`config.mk`:
```
export PLATFORM = sky130hd
export DESIGN_NAME = ghpn_ctrl
export DESIGN_NICKNAME = d
export VERILOG_FILES = /design/src/rtl/ghpn_pkg.sv /design/src/rtl/ghpn_ctrl.sv
export SDC_FILE = /design/constraint.sdc
export NUM_CORES = 1
export LEC_CHECK = 0
export ABC_CLOCK_PERIOD_IN_PS = 2430
export BUFFER_PORTS_ARGS = -buffer_cell sky130_fd_sc_hd__clkbuf_2
export CORE_AREA = 2 2 39 41
export CTS_CLUSTER_DIAMETER = 80
export DETAILED_ROUTE_END_ITERATION = 8
export DIE_AREA = 0 0 41 43
export PLACE_DENSITY_LB_ADDON = 0.15
export SYNTH_ARGS = -nofsm -noshare
export SYNTH_HDL_FRONTEND = slang
export SYNTH_SLANG_ARGS = --single-unit
```
`constraint.sdc`:
```
create_clock -name clk -period 2.43 [get_ports clk]
set_input_delay 0.486 -clock clk [delete_from_list [all_inputs] [get_ports clk]]
set_output_delay 0.486 -clock clk [all_outputs]
set_load 0.03 [all_outputs]
```
`src/rtl/ghpn_pkg.sv`:
```
package ghpn_pkg;

	// Default sizing of the histogram.
	localparam int GHPN_BIN_COUNT   = 256;
	localparam int GHPN_COUNT_WIDTH = 24;

	// Fixed field widths.
	localparam int MODE_W     = 2;
	localparam int PIX_W      = 8;
	localparam int FH_W       = 10;
	localparam int BAR_W      = 10;
	localparam int RAW_W      = 24;
	localparam int IN_DATA_W  = 16;
	localparam int OUT_DATA_W = 40;

	// Reset value of the full-height register.
	localparam logic [FH_W-1:0] FH_RESET = 10'd400;

	// Command codes carried in tuser.
	localparam logic [MODE_W-1:0] MODE_COUNT = 2'd0;
	localparam logic [MODE_W-1:0] MODE_QUERY = 2'd1;
	localparam logic [MODE_W-1:0] MODE_CLEAR = 2'd2;

	// Controller states.
	typedef enum logic [2:0] {
		ST_CLEAR,
		ST_IDLE,
		ST_COUNT,
		ST_MUL,
		ST_LOAD,
		ST_DIV,
		ST_OUT
	} ghpn_state_t;

	// Commands from the controller to the datapath.
	typedef struct packed {
		logic capture;
		logic cnt_wr;
		logic clr_step;
		logic mul;
		logic div_load;
		logic div_step;
		logic out_load;
	} ghpn_cmd_t;

	// Status from the datapath to the controller.
	typedef struct packed {
		logic clr_last;
		logic div_last;
		logic out_free;
	} ghpn_stat_t;

endpackage

```
`src/rtl/ghpn_ctrl.sv`:
```
module ghpn_ctrl
	import ghpn_pkg::*;
(
	input  logic              clk,
	input  logic              arst_n,
	input  logic              in_valid,
	input  logic [MODE_W-1:0] in_mode,
	output logic              in_ready,
	input  ghpn_stat_t        stat,
	output ghpn_cmd_t         cmd
);

	ghpn_state_t state_q;
	ghpn_state_t state_d;

	// State register; reset starts with a sweep that zeroes the bins.
	always_ff @(posedge clk or negedge arst_n) begin
		if (!arst_n) begin
			state_q <= ST_CLEAR;
		end else begin
			state_q <= state_d;
		end
	end

	// Next state and commands.
	always_comb begin
		state_d  = state_q;
		in_ready = 1'b0;
		cmd      = '0;
		case (state_q)
			ST_IDLE: begin
				in_ready = 1'b1;
				if (in_valid) begin
					cmd.capture = 1'b1;
					case (in_mode)
						MODE_COUNT: state_d = ST_COUNT;
						MODE_QUERY: state_d = ST_MUL;
						MODE_CLEAR: state_d = ST_CLEAR;
						default:    state_d = ST_IDLE;
					endcase
				end
			end
			ST_CLEAR: begin
				cmd.clr_step = 1'b1;
				if (stat.clr_last) begin
					state_d = ST_IDLE;
				end
			end
			ST_COUNT: begin
				cmd.cnt_wr = 1'b1;
				state_d    = ST_IDLE;
			end
			ST_MUL: begin
				cmd.mul = 1'b1;
				state_d = ST_LOAD;
			end
			ST_LOAD: begin
				cmd.div_load = 1'b1;
				state_d      = ST_DIV;
			end
			ST_DIV: begin
				cmd.div_step = 1'b1;
				if (stat.div_last) begin
					state_d = ST_OUT;
				end
			end
			ST_OUT: begin
				if (stat.out_free) begin
					cmd.out_load = 1'b1;
					state_d      = ST_IDLE;
				end
			end
			default: begin
				state_d = ST_IDLE;
			end
		endcase
	end

endmodule

```
==> impl_metrics.py, run 1 <==
metrics = {
    "outcome": {
        "status": "completed",
    },
    "global_route": {
        "grt-ovfl-total": 0,
        "grt_use_met3": 0.0105,
        "use_met2": 0.131,
        "grt_most_used_layer": "met2",
        "grt_first_pass_wirelength_um": 1010,
        "grt_pass1_vias": 250,
        "grt_start_max_net_pins": 14,
        "antenna_found_initial": 0,
        "gr-usage-met1": 0.103,
        "grt_usage": 0.0853,
    },
    "synth": {
        "synth_edf_count": 0,
        "yosysWarnings": 0,
        "synth_seq_area_share": 0.284,
        "synthFlopType": "dfrtp_1",
        "syn-num-nets": 40,
        "synth-seq-cells": 3,
        "syn-cell-area_um2": 264,
        "synthTopCellsByArea": "dfrtp_1, nor3_1, nand2b_4",
        "syn_inst": 32,
        "synth_common_cells": "dfrtp_1, nor2_1, nor3_1",
        "synth_async_sr_flop_share": 1.00,
        "synth_cell_type_count": 23,
        "post-synth-top-area-cell": "dfrtp_1",
        "syn_avg_cell_area_um2": 8.25,
        "synth_top_area_share": 0.284,
    },
    "clock_network": {
        "ctsResizeCount": 0,
        "cts-root-buf": "clkbuf_4",
        "clockBufferDepth": 2,
        "clock_latency_ns": 0.23,
        "cts_hold_buf": 0,
        "clk_pin_slew_ns": 0.04,
        "numCtsBuffers": 3,
        "numClockSinks": 3,
        "cts_setup_buffers": 0,
        "tritoncts": "yes",
        "htree_levels": 1,
    },
    "sta": {
        "fmax_ghz": 0.551,
        "fin_ws_ns": 0.616,
        "post-route-period-util": 0.747,
        "slew_violations": 0,
        "finClkSkew_ns": 0.00156,
        "whs_ns": 0.0417,
        "setup_viol": 0,
        "period_needed_ns": 1.81,
        "hold_viol": 0,
        "maxSlewHeadroom": 0.760,
        "setup_tns_ns": 0,
        "worst_slew_pin_slew_ns": 0.361,
        "rsz0062_at_grt": "false",
    },
    "route": {
        "drt-initial-drc-count": 0,
        "drt-total-wl_um": 589,
        "remaining_drc_errors": 0,
        "vias": 272,
        "antenna_left": 0,
        "via_per_inst": 4.25,
        "drt_first_pass_iters": 1,
        "avgRoutedWirePerCell_um": 9.20,
    },
    "floorplanning": {
        "floorplan.rows": 14,
        "dieHeight_um": 43,
        "ios": 16,
        "core-area_um2": 1380,
        "dieWidth_um": 41,
        "die-area_um2": 1760,
        "start_util": 0.191,
    },
    "setup_path": {
        "end_kind": "primary output",
        "crit_path_start": "state_q[1]",
        "start_kind": "register",
        "crit_type": "reg -> out",
        "required_ns": 1.94,
        "critical_path_peak_fanout": 9,
        "arrival_ns": 1.33,
        "r2r-start": "state_q[1]",
    },
    "layout": {
        "area_delta_synth_final_pct": 37.0,
        "n_antenna_cell": 0,
        "top_regs": "state_q (3)",
        "drive_gt1_frac": 0.438,
        "largest-register": "state_q",
        "fin_area_um2": 362,
        "largest_register_ffs": 3,
        "fin_nets": 57,
    },
    "placement": {
        "routabilityCongestion": 0.636,
        "place_area_um2": 335,
        "port_buffers": 15,
        "dp_hpwl_um": 474,
        "place_ws_ns": 0.850,
    },
    "worst_hold_path": {
        "hold_class": "in -> async",
    },
    "pwr": {
        "irDropWorstVdd_v": 0.000363,
        "power_density_nw_per_um2": 1420,
        "power_leakage_nw": 0.193,
        "total_power_uw": 514,
    },
    "run": {
        "drv_cap": 0,
    },
}
-- cells in the final DEF (no fill, tap or decap) --
cell type	n
o211ai_2	1
and2_1	2
dfrtp_1	3
nor2_1	3
or3_1	1
clkbuf_1	1
inv_1	2
clkbuf_4	3
nand2b_4	1
a21o_1	1
nand2_1	1
mux2_1	1
and3_1	1
clkbuf_2	15
a31oi_1	1
a21oi_1	1
nor3b_1	1
o21ai_0	2
nor2b_1	1
a22oi_1	1
nor3_1	3
and3_2	1
nand3b_1	1
-- critical path, cell delays in order, from the launching register on --
cell and delay (ns):
dfrtp_1 0.46, nand2b_4 0.19, nor2_1 0.11, and2_1 0.14
clkbuf_2 0.19
-- stage by stage --
stage | utilization | instances
floorplan | - | 32
global placement | 0.242 | 60
detailed placement | 0.242 | 60
CTS | 0.261 | 64
global route | 0.261 | 64
finish | 0.261 | 64
-- where the power goes --
group / leakage, nW / switching (mW) / internal [mW] / total (mW)
sequential: 0.0369 / 0.0657 / 0.0733 / 0.139
clock: 0.0150 / 0.0251 / 0.0615 / 0.0866
combinational: 0.141 / 0.176 / 0.112 / 0.288
-- layout make-up --
cell class	instances	area (um2)
clock buffers	4	26.3
fillers	178	1020
inverters	2	7.51
multi-input cells	24	158
flip-flops and latches	3	75.1
well taps	16	20.0
repair buffers	15	75.1
-- path summary, 6_finish.rpt --
| path | end | slack [ns] | cells past startpoint |
|---|---|---|---|
| min in group clk | state_q[1] | 0.60 | 3 |
| worst max register to register | state_q[0] | 0.93 | 4 |
| max in group asynchronous | state_q[0] | 2.28 | 1 |
| worst max-delay path | cmd[6] | 0.62 | 4 |
| worst min-delay path | state_q[2] | 0.04 | 1 |
| worst min register to register | state_q[2] | 0.73 | 2 |
-- cell families after synthesis --
kind of cell           after synthesis  share of synthesized area
muxes                                1                     0.0427
buffers and inverters                5                      0.118
AOI/OAI and AO/OA                    7                      0.185
and+or+nand+nor                     16                      0.370
DFF                                  3                      0.284
-- layer usage --
metal  part of all wire  vias up  routed length [um]
met5                  0        -                   0
met2               0.46       11                 273
met4              0.032        0                  19
met1               0.41      118                 244
met3              0.088        2                  52
li1                   -      141                   -
Note: power is estimated with default switching activity, not from simulation.
==> run 2, diff against run 1 <==
Settings changed: ABC_CLOCK_PERIOD_IN_PS 2430 to 1850.
Clock period 2.43 ns to 1.85 ns, I/O delays scaled along.
==> run 2 against run 1 <==
Compared with the run above:
- worst setup slack lost 0.49 ns
- hold slack gained 0.43 ns
- clock power increased by 32%
- final area up 2.8%
- count of clock-buffer cells in the layout is the same
- clock skew fell by 0.0012 ns
- first-iteration DRC count grew 3
==> impl_metrics.py, run 2 (synthesis gave the netlist of run 1 again) <==
metrics = {
    "outcome": {
        "status": "completed",
    },
    "route": {
        "drt-total-wl_um": 639,
        "via_per_inst": 4.00,
        "drt-initial-drc-count": 3,
        "antenna_left": 0,
        "remaining_drc_errors": 0,
        "avgRoutedWirePerCell_um": 9.83,
        "drt_first_pass_iters": 2,
        "vias": 260,
    },
    "layout": {
        "drive_gt1_frac": 0.429,
        "largest-register": "state_q",
        "largest_register_ffs": 3,
        "fin_area_um2": 372,
        "final_cell_mix": "clkbuf_2, nor2_1, nor3_1, clkbuf_4, dfrtp_1",
        "fin_util": 0.269,
        "fin_nets": 58,
        "area_delta_synth_final_pct": 40.8,
        "n_antenna_cell": 0,
        "final_common_cell": "clkbuf_2",
        "top_regs": "state_q (3)",
        "n_fill_cell": 158,
    },
    "sta": {
        "worst_slew_pin_slew_ns": 0.385,
        "finClkSkew_ns": 0.000329,
        "period_needed_ns": 1.73,
        "setup_tns_ns": 0,
        "setup_viol": 0,
        "hold_viol": 0,
        "maxSlewHeadroom": 0.743,
        "post-route-period-util": 0.934,
        "fmax_ghz": 0.579,
        "slew_violations": 0,
        "rsz0062_at_grt": "false",
    },
    "global_route": {
        "grt_first_pass_wirelength_um": 979,
        "grt_most_used_layer": "met2",
        "grt_start_max_net_pins": 14,
        "antenna_found_initial": 0,
        "use_met2": 0.125,
        "grt_use_met3": 0.0157,
        "gr-usage-met1": 0.0965,
        "grt_pass1_vias": 259,
        "grt-ovfl-total": 0,
        "grt_usage": 0.0853,
    },
    "pwr": {
        "irDropWorstVdd_v": 0.000621,
        "power_leakage_nw": 0.197,
        "power_density_nw_per_um2": 1830,
        "total_power_uw": 680,
    },
    "floorplanning": {
        "start_util": 0.191,
        "dieHeight_um": 43,
        "floorplan.rows": 14,
        "dieWidth_um": 41,
        "die-area_um2": 1760,
        "ios": 16,
        "core-area_um2": 1380,
    },
    "clock_network": {
        "clock_latency_ns": 0.23,
        "htree_levels": 1,
        "clockBufferDepth": 2,
        "numCtsBuffers": 3,
        "cts-root-buf": "clkbuf_4",
        "numClockSinks": 3,
        "tritoncts": "yes",
        "clk_pin_slew_ns": 0.04,
    },
    "placement": {
        "place_area_um2": 335,
        "routabilityCongestion": 0.631,
        "port_buffers": 15,
    },
    "setup_path": {
        "crit_type": "reg -> out",
        "critical_path_peak_fanout": 13,
        "required_ns": 1.48,
        "r2r-start": "state_q[1]",
        "start_kind": "register",
        "arrival_ns": 1.36,
        "end_kind": "primary output",
        "crit_path_start": "state_q[2]",
    },
    "worst_hold_path": {
        "hold_class": "in -> async",
    },
    "run": {
        "drv_cap": 0,
    },
}
run 2: cell count changes in the layout (fill, tap and decap cells not counted), sizes merged:
| cell | before | now |
|---|---|---|
| dlygate4sd3 | 0 | 1 |
run 2: cell type report:
class,count,area (um2),share of cell area
clock buffer,4,26.3,0.0707
multi-input combinational,24,158,0.424
inverter,2,7.51,0.0202
sequential,3,75.1,0.202
tap,16,20.0,0.0539
timing repair buffer,16,85.1,0.229
run 2: path summary, 6_finish.rpt:
check	to	slack (ns)	cells after the start
worst min register to register	state_q[0]	0.73	2
max in group asynchronous	state_q[2]	1.27	2
worst min-delay path	state_q[0]	0.47	2
min in group clk	state_q[1]	0.51	3
worst max register to register	state_q[0]	0.34	4
worst max-delay path	cmd[3]	0.12	3
run 2: power by group:
group          internal (mW)  total [mW]  switching (mW)
registers             0.0962       0.185          0.0893
clock network         0.0808       0.114          0.0332
logic                  0.148       0.380           0.232
total                  0.325       0.680           0.355
run 2: routing by layer:
layer  vias up  routed length (um)  part of all wire
met5         -                   0                 0
met4         0                   0                 0
met3         0                  36             0.056
met2         9                 298              0.47
met1       106                 305              0.48
li1        145                   -                 -
run 2: repair_timing:
item	CTS	global route
resized for setup	0	0
hold endpoints to repair	3	0
hold buffers	1	0
setup buffers	0	0
run 2: through the flow:
step                setup WS, ns  hold WS, ns  cells
floorplan                 0.0523       0.0744     32
global placement           0.345        0.171     60
detailed placement         0.354        0.167     60
CTS                        0.110        0.466     65
global route             0.00715        0.471     65
finish                     0.122        0.470     65
run 2: worst max-delay path, cell delays in order, from the launching register on:
cell and delay, ns:
dfrtp_1 0.56, inv_1 0.14, and3_2 0.24, clkbuf_2 0.18
==> run 3, diff against run 2 <==
Settings changed: BUFFER_PORTS_ARGS -buffer_cell sky130_fd_sc_hd__clkbuf_2 to -buffer_cell sky130_fd_sc_hd__buf_4, CTS_CLUSTER_DIAMETER 80 to 120.
==> run 3 against run 2 <==
Compared with the run above:
- clock skew up 0.0010 ns
- maximum frequency up 0.96%
- global-route usage up 1.1 points
- hold slack worse by 0.010 ns
- sequential share of layout area down 1.9 points
- routed wire length up 4.5%
- clock power up 4%
- flip-flop and latch count unchanged
- die area unchanged
- final area up 10%
- highest routed layer is now met4
==> impl_metrics.py, run 3 (synthesis gave the netlist of run 1 again) <==
metrics = {
    "layout": {
        "area_delta_synth_final_pct": 55.0,
        "drive_gt1_frac": 0.429,
        "largest_register_ffs": 3,
        "final_cell_mix": "buf_4, nor2_1, nor3_1, clkbuf_4, dfrtp_1",
        "fin_nets": 58,
        "largest-register": "state_q",
        "final_common_cell": "buf_4",
        "top_regs": "state_q (3)",
        "n_antenna_cell": 0,
    },
    "sta": {
        "rsz0062_at_grt": "false",
        "maxSlewHeadroom": 0.744,
        "slew_violations": 0,
        "hold_viol": 0,
        "setup_tns_ns": 0,
        "finClkSkew_ns": 0.00134,
        "fmax_ghz": 0.584,
        "worst_slew_pin_slew_ns": 0.383,
        "setup_viol": 0,
        "period_needed_ns": 1.71,
        "post-route-period-util": 0.925,
    },
    "setup_path": {
        "slowest_stage": "dfrtp_1",
        "start_kind": "register",
        "critical_path_peak_fanout": 13,
        "critPathBufInv": 2,
        "crit_type": "reg -> out",
        "crit_path_max_incr_delay_ns": 0.56,
        "required_ns": 1.48,
        "r2r-start": "state_q[1]",
        "crit_path_start": "state_q[2]",
        "arrival_ns": 1.34,
        "end_kind": "primary output",
        "path_cells": "inv_1 > and3_2 > buf_4",
        "crit_family": "flip-flops",
    },
    "placement": {
        "port_buffers": 15,
        "routabilityCongestion": 0.752,
        "dp_hpwl_um": 488,
    },
    "clock_network": {
        "ctsResizeCount": 0,
        "numCtsBuffers": 3,
        "clk_pin_slew_ns": 0.04,
        "numClockSinks": 3,
        "htree_levels": 1,
        "clock_latency_ns": 0.24,
        "clockBufferDepth": 2,
        "cts-root-buf": "clkbuf_4",
        "tritoncts": "yes",
    },
    "pwr": {
        "power_density_nw_per_um2": 1770,
        "power_leakage_nw": 0.208,
        "total_power_uw": 724,
        "irDropWorstVdd_v": 0.000662,
    },
    "route": {
        "drt-total-wl_um": 668,
        "antenna_left": 0,
        "drt_first_pass_iters": 2,
        "drt-initial-drc-count": 2,
        "avgRoutedWirePerCell_um": 10.3,
        "vias": 277,
        "remaining_drc_errors": 0,
        "via_per_inst": 4.26,
    },
    "global_route": {
        "grt-ovfl-total": 0,
        "grt_pass1_vias": 294,
        "grt_usage": 0.0964,
        "antenna_found_initial": 0,
        "grt_first_pass_wirelength_um": 1120,
        "grt_start_max_net_pins": 14,
    },
    "floorplanning": {
        "die-area_um2": 1760,
        "dieWidth_um": 41,
        "ios": 16,
        "start_util": 0.191,
        "dieHeight_um": 43,
        "core-area_um2": 1380,
        "floorplan.rows": 14,
    },
    "outcome": {
        "status": "completed",
    },
    "worst_hold_path": {
        "hold_class": "in -> async",
    },
    "run": {
        "drv_cap": 0,
    },
}
## run 3: final cells by class
cell class,count,area [um2]
multi-input combinational,24,158
clock buffer,4,26.3
inverter,2,7.51
timing repair buffer,16,123
sequential,3,75.1
fill,161,975
tap,16,20.0
## run 3: metal layers
| metal | global-route usage | up-vias | wire length (um) |
|---|---|---|---|
| met5 | 0 | - | 0 |
| met4 | 0.100 | 0 | 19 |
| met3 | 0 | 2 | 36 |
| met2 | 0.134 | 11 | 316 |
| met1 | 0.122 | 120 | 295 |
| li1 | - | 144 | - |
## run 3: what timing repair did
action                    4_1_cts  5_1_grt
hold buffers                    1        0
hold endpoints to repair        3        0
setup buffers                   0        0
## run 3: report_power, final
part           total, mW  switching (mW)  internal, mW
clock network      0.118          0.0369        0.0810
logic              0.421           0.233         0.188
registers          0.185          0.0892        0.0961
## run 3: stage by stage
stage / hold slack (ns) / worst slack, ns / utilization / instances / instance area [um2]
2_1_floorplan: 0.0744 / 0.0523 / - / 32 / 264
4_1_cts: 0.458 / 0.131 / 0.296 / 65 / 409
6_report: 0.460 / 0.138 / 0.296 / 65 / 409
3_5_place_dp: 0.161 / 0.362 / 0.269 / 60 / 373
3_3_place_gp: 0.161 / 0.367 / 0.269 / 60 / 373
5_1_grt: 0.466 / 0.0380 / 0.296 / 65 / 409
## run 3: worst paths after layout
| check | to | depth (start not counted) | slack [ns] |
|---|---|---|---|
| worst max-delay path | cmd[3] | 3 | 0.14 |
| worst min-delay path | state_q[0] | 2 | 0.46 |
| worst max register to register | state_q[0] | 4 | 0.35 |
| worst min register to register | state_q[0] | 2 | 0.73 |
| max in group asynchronous | state_q[2] | 2 | 1.30 |
| min in group clk | state_q[1] | 3 | 0.50 |
